$ cat config.mk
export PLATFORM = sky130hd
export DESIGN_NAME = interleaved_bit_unpack
export DESIGN_NICKNAME = d
export VERILOG_FILES = /design/src/ibu_pkg.sv /design/src/ibu_front.sv /design/src/ibu_fifo.sv /design/src/ibu_back.sv /design/src/interleaved_bit_unpack.sv
export SDC_FILE = /design/constraint.sdc
export NUM_CORES = 2
export LEC_CHECK = 0
export BUFFER_PORTS_ARGS = -buffer_cell sky130_fd_sc_hd__buf_4
export CAP_MARGIN = 20
export CELL_PAD_IN_SITES_DETAIL_PLACEMENT = 0
export CELL_PAD_IN_SITES_GLOBAL_PLACEMENT = 1
export CORE_AREA = 2 2 454 411
export CTS_BUF_LIST = sky130_fd_sc_hd__clkbuf_2
export CTS_CLUSTER_SIZE = 14
export DETAILED_ROUTE_END_ITERATION = 10
export DIE_AREA = 0 0 456 413
export HOLD_SLACK_MARGIN = 0.12
export PLACE_DENSITY_LB_ADDON = 0.08
export SYNTH_ARGS = -nofsm -noshare
export SYNTH_HDL_FRONTEND = slang
export SYNTH_SLANG_ARGS = --single-unit
$ cat constraint.sdc
create_clock -name clk -period 10.4 [get_ports clk]
set_input_delay 1.04 -clock clk [delete_from_list [all_inputs] [get_ports clk]]
set_output_delay 1.04 -clock clk [all_outputs]
set_load 0.01 [all_outputs]
$ cat src/ibu_pkg.sv
// ibu_pkg: shared constants and types of the interleaved bit unpacker
// used by every module under src; depends on nothing
package ibu_pkg;

  localparam int LANES      = 32;
  localparam int LANE_W     = $clog2(LANES);
  localparam int WORD_BITS  = 32;
  localparam int ROWS       = 32;
  localparam int ROW_W      = $clog2(ROWS);
  localparam int WIDTH_W    = 6;
  localparam int QDEPTH     = 4;
  localparam int QPTR_W     = $clog2(QDEPTH);

  localparam logic [WIDTH_W-1:0] RESET_WIDTH = 6'd20;
  localparam logic [WIDTH_W-1:0] MAX_WIDTH   = 6'd32;

  typedef struct packed {
    logic [WORD_BITS-1:0] cur;
    logic [WORD_BITS-1:0] prev;
    logic [LANE_W-1:0]    lane;
    logic [ROWS-1:0]      rmask;
    logic [WIDTH_W-1:0]   width;
  } ibu_entry_t;

  typedef struct packed {
    logic       valid;
    ibu_entry_t entry;
  } ibu_head_t;

endpackage

$ cat src/ibu_front.sv
// ibu_front: accepts packed words, keeps per-lane previous words and a shared lane and word position,
// and works out which rows end in each word; depends on ibu_pkg
module ibu_front (
  input  logic                          clk,
  input  logic                          rst_n,
  input  logic                          cfg_we,
  input  logic [ibu_pkg::WIDTH_W-1:0]   cfg_wdata,
  input  logic                          in_valid,
  output logic                          in_stall,
  input  logic [ibu_pkg::WORD_BITS-1:0] in_packed_word,
  input  logic                          q_full,
  output logic                          q_push,
  output ibu_pkg::ibu_entry_t           q_entry
);

  logic [ibu_pkg::WIDTH_W-1:0]   width_r;
  logic [ibu_pkg::LANE_W-1:0]    lane_r, lane_nxt;
  logic [ibu_pkg::ROW_W-1:0]     wpos_r, wpos_nxt;
  logic [ibu_pkg::WORD_BITS-1:0] prev_r [ibu_pkg::LANES];
  logic [ibu_pkg::WIDTH_W-1:0]   eff_w;
  logic [ibu_pkg::ROWS-1:0]      rmask;
  logic [ibu_pkg::WIDTH_W:0]     wpos_inc;
  logic [10:0]                   end_bit [ibu_pkg::ROWS];
  logic                          accept;

  assign in_stall = q_full;
  assign accept   = in_valid && !q_full;

  always_comb begin
    if (width_r == '0) begin
      eff_w = 6'd1;
    end else if (width_r > ibu_pkg::MAX_WIDTH) begin
      eff_w = ibu_pkg::MAX_WIDTH;
    end else begin
      eff_w = width_r;
    end
  end

  // rows whose last bit lies in the current word position
  always_comb begin
    for (int r = 0; r < ibu_pkg::ROWS; r++) begin
      end_bit[r] = 11'(11'(r + 1) * {5'b0, eff_w} - 11'd1);
      rmask[r]   = (end_bit[r][10:5] == {1'b0, wpos_r});
    end
  end

  always_comb begin
    wpos_inc = {2'b0, wpos_r} + 7'd1;
    lane_nxt = lane_r;
    wpos_nxt = wpos_r;
    if (accept) begin
      if (lane_r == ibu_pkg::LANE_W'(ibu_pkg::LANES - 1)) begin
        lane_nxt = '0;
        wpos_nxt = (wpos_inc >= {1'b0, eff_w}) ? '0 : wpos_inc[ibu_pkg::ROW_W-1:0];
      end else begin
        lane_nxt = lane_r + 1'b1;
      end
    end
  end

  assign q_push        = accept && (rmask != '0);
  assign q_entry.cur   = in_packed_word;
  assign q_entry.prev  = prev_r[lane_r];
  assign q_entry.lane  = lane_r;
  assign q_entry.rmask = rmask;
  assign q_entry.width = eff_w;

  always_ff @(posedge clk) begin
    if (!rst_n) begin
      width_r <= ibu_pkg::RESET_WIDTH;
      lane_r  <= '0;
      wpos_r  <= '0;
    end else begin
      if (cfg_we) begin
        width_r <= cfg_wdata;
      end
      lane_r <= lane_nxt;
      wpos_r <= wpos_nxt;
    end
  end

  always_ff @(posedge clk) begin
    if (accept) begin
      prev_r[lane_r] <= in_packed_word;
    end
  end

endmodule

$ cat src/ibu_fifo.sv
// ibu_fifo: short queue of classified words between front and back
// depends on ibu_pkg
module ibu_fifo (
  input  logic                clk,
  input  logic                rst_n,
  input  logic                push,
  input  ibu_pkg::ibu_entry_t push_entry,
  output logic                full,
  input  logic                pop,
  output ibu_pkg::ibu_head_t  head
);

  ibu_pkg::ibu_entry_t         mem_r [ibu_pkg::QDEPTH];
  logic [ibu_pkg::QPTR_W-1:0]  wr_ptr_r, rd_ptr_r;
  logic [ibu_pkg::QPTR_W:0]    count_r, count_nxt;

  assign full       = (count_r == (ibu_pkg::QPTR_W+1)'(ibu_pkg::QDEPTH));
  assign head.valid = (count_r != '0);
  assign head.entry = mem_r[rd_ptr_r];

  always_comb begin
    count_nxt = count_r;
    if (push && !pop) begin
      count_nxt = count_r + 1'b1;
    end else if (pop && !push) begin
      count_nxt = count_r - 1'b1;
    end
  end

  always_ff @(posedge clk) begin
    if (!rst_n) begin
      wr_ptr_r <= '0;
      rd_ptr_r <= '0;
      count_r  <= '0;
    end else begin
      if (push) begin
        wr_ptr_r <= wr_ptr_r + 1'b1;
      end
      if (pop) begin
        rd_ptr_r <= rd_ptr_r + 1'b1;
      end
      count_r <= count_nxt;
    end
  end

  always_ff @(posedge clk) begin
    if (push) begin
      mem_r[wr_ptr_r] <= push_entry;
    end
  end

endmodule

$ cat src/ibu_back.sv
// ibu_back: walks the row set of each queued word, one value per cycle while the output is not stalled,
// into the output register; depends on ibu_pkg
module ibu_back (
  input  logic                          clk,
  input  logic                          rst_n,
  input  ibu_pkg::ibu_head_t            head,
  output logic                          pop,
  output logic                          out_valid,
  input  logic                          out_stall,
  output logic [ibu_pkg::WORD_BITS-1:0] out_value,
  output logic [4:0]                    out_row,
  output logic [4:0]                    out_lane,
  output logic                          out_last_of_item
);

  ibu_pkg::ibu_entry_t           work_r, work_nxt;
  logic                          work_valid_r, work_valid_nxt;
  logic [ibu_pkg::ROWS-1:0]      rem_r, rem_nxt, rem_clr;
  logic [ibu_pkg::ROW_W-1:0]     row;
  logic [10:0]                   start_bit;
  logic [4:0]                    shift;
  logic                          straddle;
  logic [2*ibu_pkg::WORD_BITS-1:0] pair;
  logic [ibu_pkg::WORD_BITS-1:0] raw, wmask;
  logic                          step, last, done, load;

  logic                          out_valid_r, out_valid_nxt;
  logic [ibu_pkg::WORD_BITS-1:0] out_value_r;
  logic [4:0]                    out_row_r, out_lane_r;
  logic                          out_last_r;

  always_comb begin
    row = '0;
    for (int i = ibu_pkg::ROWS - 1; i >= 0; i--) begin
      if (rem_r[i]) begin
        row = ibu_pkg::ROW_W'(i);
      end
    end
  end

  assign rem_clr   = rem_r & ~(ibu_pkg::ROWS'(1) << row);
  assign start_bit = 11'({6'b0, row} * {5'b0, work_r.width});
  assign shift     = start_bit[4:0];
  assign straddle  = ({2'b0, shift} + {1'b0, work_r.width}) > 7'd32;
  assign pair      = {work_r.cur, work_r.prev} >> shift;
  assign raw       = straddle ? pair[ibu_pkg::WORD_BITS-1:0] : (work_r.cur >> shift);
  assign wmask     = ~({ibu_pkg::WORD_BITS{1'b1}} << work_r.width);

  assign step = work_valid_r && (!out_valid_r || !out_stall);
  assign last = (rem_clr == '0);
  assign done = step && last;
  assign load = (!work_valid_r || done) && head.valid;
  assign pop  = load;

  always_comb begin
    work_nxt       = work_r;
    work_valid_nxt = work_valid_r;
    rem_nxt        = rem_r;
    if (load) begin
      work_nxt       = head.entry;
      work_valid_nxt = 1'b1;
      rem_nxt        = head.entry.rmask;
    end else if (done) begin
      work_valid_nxt = 1'b0;
    end else if (step) begin
      rem_nxt = rem_clr;
    end
  end

  assign out_valid_nxt = step ? 1'b1 : (out_stall ? out_valid_r : 1'b0);

  always_ff @(posedge clk) begin
    if (!rst_n) begin
      work_valid_r <= 1'b0;
      out_valid_r  <= 1'b0;
    end else begin
      work_valid_r <= work_valid_nxt;
      out_valid_r  <= out_valid_nxt;
    end
  end

  always_ff @(posedge clk) begin
    work_r <= work_nxt;
    rem_r  <= rem_nxt;
    if (step) begin
      out_value_r <= raw & wmask;
      out_row_r   <= 5'(row);
      out_lane_r  <= 5'(work_r.lane);
      out_last_r  <= last;
    end
  end

  assign out_valid        = out_valid_r;
  assign out_value        = out_value_r;
  assign out_row          = out_row_r;
  assign out_lane         = out_lane_r;
  assign out_last_of_item = out_last_r;

endmodule

$ cat src/interleaved_bit_unpack.sv
// interleaved_bit_unpack: top level of the lane-interleaved bit unpacker
// instantiates ibu_front, ibu_fifo and ibu_back; depends on ibu_pkg
//
// Packed words enter word-major, lanes 0 to 31 inside each word position, one word per
// cycle at the front while the four-entry queue has room. Each word yields the rows whose
// last bit falls in it, 32/width values per word on average (about 1.6 at width 20);
// the back emits one value per cycle while out_stall is low, through the single value
// path into the output register. Words that end no row are not queued and produce
// nothing. Values of a word come out in ascending row order with last_of_item on the
// final one. The user must write the value width through cfg_we/cfg_wdata only while the
// block is idle; the block itself does not enforce this. 0 acts as 1 and values above 32
// act as 32. The per-lane previous words hold no reset value and need no clearing pass.
module interleaved_bit_unpack (
  input  logic                          clk,
  input  logic                          rst_n,
  input  logic                          cfg_we,
  input  logic [ibu_pkg::WIDTH_W-1:0]   cfg_wdata,
  input  logic                          in_valid,
  output logic                          in_stall,
  input  logic [ibu_pkg::WORD_BITS-1:0] in_packed_word,
  output logic                          out_valid,
  input  logic                          out_stall,
  output logic [ibu_pkg::WORD_BITS-1:0] out_value,
  output logic [4:0]                    out_row,
  output logic [4:0]                    out_lane,
  output logic                          out_last_of_item
);

  logic                q_full, q_push, q_pop;
  ibu_pkg::ibu_entry_t q_entry;
  ibu_pkg::ibu_head_t  q_head;

  ibu_front u_front (
    .clk            (clk),
    .rst_n          (rst_n),
    .cfg_we         (cfg_we),
    .cfg_wdata      (cfg_wdata),
    .in_valid       (in_valid),
    .in_stall       (in_stall),
    .in_packed_word (in_packed_word),
    .q_full         (q_full),
    .q_push         (q_push),
    .q_entry        (q_entry)
  );

  ibu_fifo u_fifo (
    .clk        (clk),
    .rst_n      (rst_n),
    .push       (q_push),
    .push_entry (q_entry),
    .full       (q_full),
    .pop        (q_pop),
    .head       (q_head)
  );

  ibu_back u_back (
    .clk              (clk),
    .rst_n            (rst_n),
    .head             (q_head),
    .pop              (q_pop),
    .out_valid        (out_valid),
    .out_stall        (out_stall),
    .out_value        (out_value),
    .out_row          (out_row),
    .out_lane         (out_lane),
    .out_last_of_item (out_last_of_item)
  );

endmodule

After elaboration in Yosys (flattened, before gate mapping). Memories as Yosys holds them, arrays and structs flattened. A register that Yosys moved wholly into a read port is not among the register bits. Index checks and enable logic that the tools add are counted.

Register bits after elaboration: 175. Input bits: 43. Memories kept: 2. Logic and storage cells: 210. Output and inout bits: 45. RAM bits: 1452.

Muxes and demuxes: 54. Equality and inequality tests: 36. Multiply operators: 27. Reductions and logical operators: 24. Bitwise operators: 4. Shift operators: 4. $add $sub $neg: 39. Magnitude comparators: 3.

Memories: u_front.prev_r (depth 32, bits a word 32, read ports 1, clocked after Yosys merged registers in 1, wr ports 1, line ibu_front.sv:19) `logic [ibu_pkg::WORD_BITS-1:0] prev_r [ibu_pkg::LANES];`; u_fifo.mem_r (depth 4, bits a word 107, read ports 1, clocked after Yosys merged registers in 1, wr ports 1, line ibu_fifo.sv:13) `ibu_pkg::ibu_entry_t mem_r [ibu_pkg::QDEPTH];`.

Operator list (count): $eq A6 B5 Y1 (32); $mux W5 (36); $sub A11 B1 Y11 const B (16); $mux W32 (4); $mul A5 B6 Y11 const A (8); $sub A10 B1 Y11 const B (8); $mul A4 B6 Y10 const A (8); $and A32 B32 Y32 (2); $not A32 Y32 (2); $shr A64 B5 Y32 (1); $mul A3 B6 Y9 const A (6); $sub A9 B1 Y10 const B (4); $logic_not A32 Y1 (1); $mul A2 B6 Y8 const A (4); $reduce_bool A32 Y1 (1); $shl A1 B5 Y32 const A (1); $shl A32 B6 Y32 const A (1); $shr A32 B5 Y32 (1); $sub A8 B1 Y9 const B (2); $mux W6 (2); $mux W1 (8); $sub A7 B1 Y8 const B (1); $add A5 B6 Y7 (1); $ge A7 B6 Y1 (1); other kinds (22) (40).

Longest topological paths before layout.
Depth in word-level cells: 42. Mapped depth: 36. Gate-level depth less buffers: 31.

Hierarchy. Synthesis repeated with hierarchy kept, for this count alone.

Cell total of the unflattened synthesis: 4802. Area, all modules: 78520.3 µm².

By module, submodules not included: ibu_front (area each 50578.5 µm², cells an instance 2994, times used 1); ibu_fifo (area each 15866.5 µm², cells an instance 602, times used 1); ibu_back (area each 12075.3 µm², cells an instance 1206, times used 1).

Worst setup path before layout. OpenSTA, ideal clock, no wires.

Kind: reg2reg. From: reg u_front.width_r[5] in the netlist's numbering. To: mem u_fifo.mem_r[0][0] in the netlist's numbering, enable pin. Stages on the path, launching flop included: 20. Arrival: 8922 ps. Path buffers: 1. Clock period less this slack: 9400 ps. Library setup time: 478 ps. Data required time: 9922 ps. Path slack: 1000 ps. Cells stage by stage: dfxtp_1 buf_2 nor2b_1 inv_1 ha_1 inv_1 ha_1 inv_1 fa_1 inv_1 ha_1 o41ai_1 nor2_1 a211oi_1 a21boi_0 nor2_1 a2111oi_0 nor4_1 a31oi_2 and2_1.

RTL lines: start, declared (line ibu_front.sv:16) `logic [ibu_pkg::WIDTH_W-1:0] width_r;`; start signal, assigned (line ibu_front.sv:70) `width_r <= ibu_pkg::RESET_WIDTH;`; start signal, assigned (line ibu_front.sv:75) `width_r <= cfg_wdata;`; end, declared (line ibu_fifo.sv:13).

Worst setup path in the final report.
From: reg u_back.rem_r[21] in the netlist's numbering. To: reg u_back.out_value_r, in the netlist u_back.out_value[18] (data pin).

Longest elaborated chain between the ends: 27. Elaborated cells on any way between the ends: 29. Classes of those cells: add/sub: 1; mul: 1; order compare: 1; shift: 2; mux: 23; bitwise: 1.

RTL lines: start, declared (line ibu_back.sv:18) `logic [ibu_pkg::ROWS-1:0] rem_r, rem_nxt, rem_clr;`; start signal, assigned (line ibu_back.sv:84) `rem_r <= rem_nxt;`; $mux W5 * (22 in series) (line ibu_back.sv:35) `if (rem_r[i]) begin`; net u_back.row (one bit) (line ibu_back.sv:19) `logic [ibu_pkg::ROW_W-1:0] row;`; $mul A5 B6 Y5 * (line ibu_back.sv:42) `assign start_bit = 11'({6'b0, row} * {5'b0, work_r.width});`; $add A5 B6 Y7 (line ibu_back.sv:44) `assign straddle = ({2'b0, shift} + {1'b0, work_r.width}) > 7'd32;`; $gt A7 B6 Y1 (line ibu_back.sv:44); $mux W32 * (line ibu_back.sv:46) `assign raw = straddle ? pair[ibu_pkg::WORD_BITS-1:0] : (work_r.cur >> shift);`; $and A32 B32 Y32 * (line ibu_back.sv:86) `out_value_r <= raw & wmask;`; end signal, assigned (line ibu_back.sv:86); end, declared (line ibu_back.sv:28) `logic [ibu_pkg::WORD_BITS-1:0] out_value_r;`.

The timed path passes the listed nets; every way through them passes the cells marked *. A chain may end at the register's enable or synchronous reset.

==> impl_metrics.py <==
metrics = {
    "grt": {
        "antenna_found_initial": 17,
        "grt_pass1_vias": 44920,
        "grt_pass1_wl_um": 316500,
        "grtUsageTotal_pct": 23.24,
        "grt_overflow_total": 0,
        "grt_max_degree": 125,
    },
    "die": {
        "die_width_um": 456,
        "pin_count": 88,
        "design.core.area_mm2": 0.1841,
        "die-area_mm2": 0.1883,
        "initial_core_util_pct": 41.72,
        "placementRows": 150,
        "die_h_um": 413,
    },
    "yosys": {
        "synth_edf_count": 1602,
        "yosys.area.top_type": "edfxtp_1",
        "avgSynthCellArea_um2": 16.89,
        "synthArstFlopShare_pct": 0,
        "syn_area_mm2": 0.07681,
        "seq_area_frac_synth_pct": 63.47,
        "synth_seq_cells": 1634,
        "ys_top_cells_by_area": "edfxtp_1 63%, mux4_2 13%, ha_1 3.3%",
        "synth_warnings": 0,
        "ys.flop_type": "edfxtp_1",
        "synth.top_cell.area_share_pct": 62.63,
        "synth.distinct_cells": 116,
        "synthCells": 4547,
    },
    "place": {
        "place_area_mm2": 0.08090,
        "port_buffers": 87,
        "gp_congestion": 0.8645,
        "place_hpwl_um": 133300,
    },
    "route": {
        "postRouteAntennaNets": 0,
        "drcViolationCount": 0,
        "wl_um": 218900,
        "routed-wl-met3_um": 15470,
        "dr_wl_met2_um": 96530,
        "routed.top_layer": "met5",
        "via_per_inst": 5.701,
        "dr.pass1.iters": 6,
        "met1_length_um": 102400,
        "drt_iter0_markers": 4103,
        "vias": 44440,
        "wl_per_cell_um": 28.09,
    },
    "timing": {
        "rsz0062_at_grt": "false",
        "max_slew_margin_pct": 19.06,
        "hold_viol": 0,
        "period_needed_ns": 9.413,
        "setup_viol": 0,
        "tns_ns": 0,
        "period_share_pct": 90.51,
        "fmax_mhz": 106.2,
        "worstMarginPinSlew_ns": 1.207,
        "slew_viol_final": 0,
        "final.setup_skew_ns": 0.1658,
    },
    "pwr": {
        "vdd_drop_max_uv": 291.3,
        "p_leak_nw": 29.55,
        "cellPowerDensity_mw_per_mm2": 268.8,
    },
    "worst_setup_path": {
        "r2r-start": "u_back.rem_r[21]",
        "slowest_stage": "nor4_1",
        "critPathMaxStageDelay_ns": 0.73,
        "cp-start-kind": "flip-flop",
        "crit_required_ns": 11.82,
        "cp_max_fo": 41,
        "cpMostUsedCell": "xnor2_1",
        "r2r_slack_ns": 0.99,
        "arrival_ns": 10.84,
        "path_class": "reg2reg",
        "crit_start": "u_back.rem_r[21]",
        "cp-end-kind": "flip-flop",
    },
    "clock_network": {
        "cts_resized": 0,
        "ctsHoldBuffers": 127,
        "cts_setup_buffers": 0,
        "clk_latency_ns": 1.83,
        "ctsHtreeMaxLevel": 5,
        "cts_sinks": 1634,
        "clk_pin_slew_ns": 0.11,
        "cts_tree": "yes",
        "cts_buffers": 421,
        "cts_root_buffer": "clkbuf_2",
        "cts.path.max_buffers": 4,
    },
    "flow_run": {
        "maxCapViolCount": 0,
    },
    "final_layout": {
        "syn_to_final_growth_pct": 11.95,
        "finish.utilization_pct": 46.70,
        "final_area_mm2": 0.08599,
        "layout-drive-gt1-share_pct": 27.91,
        "layout_commonest_cell": "edfxtp_1",
        "final_cell_mix": "1,602 x edfxtp_1, 590 x clkbuf_2, 441 x mux4_2",
        "fill_cells": 16140,
        "fin_nets": 5427,
    },
    "min_path": {
        "hp-start": "in_packed_word[30]",
        "hp-class": "in2reg",
    },
    "run_status": {
        "status": "completed",
    },
}
-- sequential cells by signal, indices dropped and copies added (netlist names), 2 cells and up, named ones only --
| name | cells |
|---|---|
| u_back.work_r | 75 |
| u_front.lane_r | 5 |
| u_back.out_value | 32 |
| u_front.width_r | 6 |
| u_front.wpos_r | 5 |
| u_front.prev_r | 1024 |
| u_fifo.rd_ptr_r | 2 |
| u_fifo.count_r | 3 |
| u_back.rem_r | 32 |
| u_back.out_row | 5 |
| u_fifo.mem_r | 428 |
| u_back.out_lane | 5 |
| u_fifo.wr_ptr_r | 2 |
-- cells in the mapped netlist (all sizes together) (23+ instances only) --
| master | count |
|---|---|
| a211oi | 34 |
| a21o | 46 |
| a21oi | 124 |
| a31oi | 31 |
| and2 | 29 |
| and3 | 23 |
| buf | 75 |
| clkbuf | 148 |
| dfxtp | 32 |
| edfxtp | 1602 |
| fa | 88 |
| ha | 203 |
| inv | 177 |
| mux2 | 81 |
| mux2i | 147 |
| mux4 | 441 |
| nand2 | 162 |
| nand2b | 38 |
| nand3 | 40 |
| nor2 | 188 |
| nor2b | 37 |
| nor3 | 89 |
| nor4 | 36 |
| o21ai | 116 |
| o22ai | 25 |
| xnor2 | 149 |
| xor2 | 59 |
-- worst max-delay path, delay by kind of cell, from the launching register on --
kind	cells	cell delay [ns]
XOR/XNOR	6	0.98
AND/OR/NAND/NOR	4	1.86
multiplexers	5	1.50
adder cells (fa/ha/maj)	5	1.75
flip-flops	1	0.49
AO/OA/AOI/OAI	7	1.85
buffers and inverters	3	0.62
-- report_power, final --
group / switching, mW / internal, mW
registers: 0.480 / 8.23
logic: 6.08 / 4.15
clock network: 2.55 / 1.62
-- cells by family after synthesis --
logic type                 after synthesis  share of synthesized area (%)
xor gates and xnor gates               210                          2.432
adders and majority gates              291                          5.601
DFF                                   1634                          63.47
AOI/OAI and AO/OA                      592                          5.302
buffers and inverters                  402                          2.074
other                                    1                       0.004882
muxes                                  669                          16.08
and+or+nand+nor                        748                          5.037
-- stage by stage --
step,instances,hold slack (ns),worst slack (ns),power [mW]
after floorplan,4550,0.4003,0.9999,15.97
after global placement,6966,0.4035,1.260,19.01
after detailed placement,6967,0.4061,1.156,18.97
after CTS,7769,0.1432,1.054,23.27
after global routing,7789,0.1739,0.1006,24.56
final,7794,0.4025,0.9867,23.11
-- final cells by class --
type                    instances  area (um^2)  share of cell area, %
flip-flops and latches       1634        48780                  56.73
multi-input cells            2514        26760                  31.12
repair buffers                343         3256                  3.786
well taps                    2432         3043                  3.539
clock buffers                 590         2953                  3.434
inverters                     179        675.6                 0.7858
clock inverters                85        479.2                 0.5573
diodes                         17        42.54                0.04947
-- metal layers --
metal | up-vias | track usage [%]
met2 | 1528 | 34.26
met4 | 6 | 6.080
met3 | 314 | 5.422
met1 | 23080 | 34.64
li1 | 19510 | -
met5 | - | 0
-- final timing paths --
kind,cells past startpoint,to
setup reg to reg,30,u_back.out_value[18]
hold / removal,2,u_front.prev_r[15][30]
setup / recovery,30,u_back.out_value[18]
hold reg to reg,0,u_back.out_lane[3]
Power figures use the tool's default switching activity.
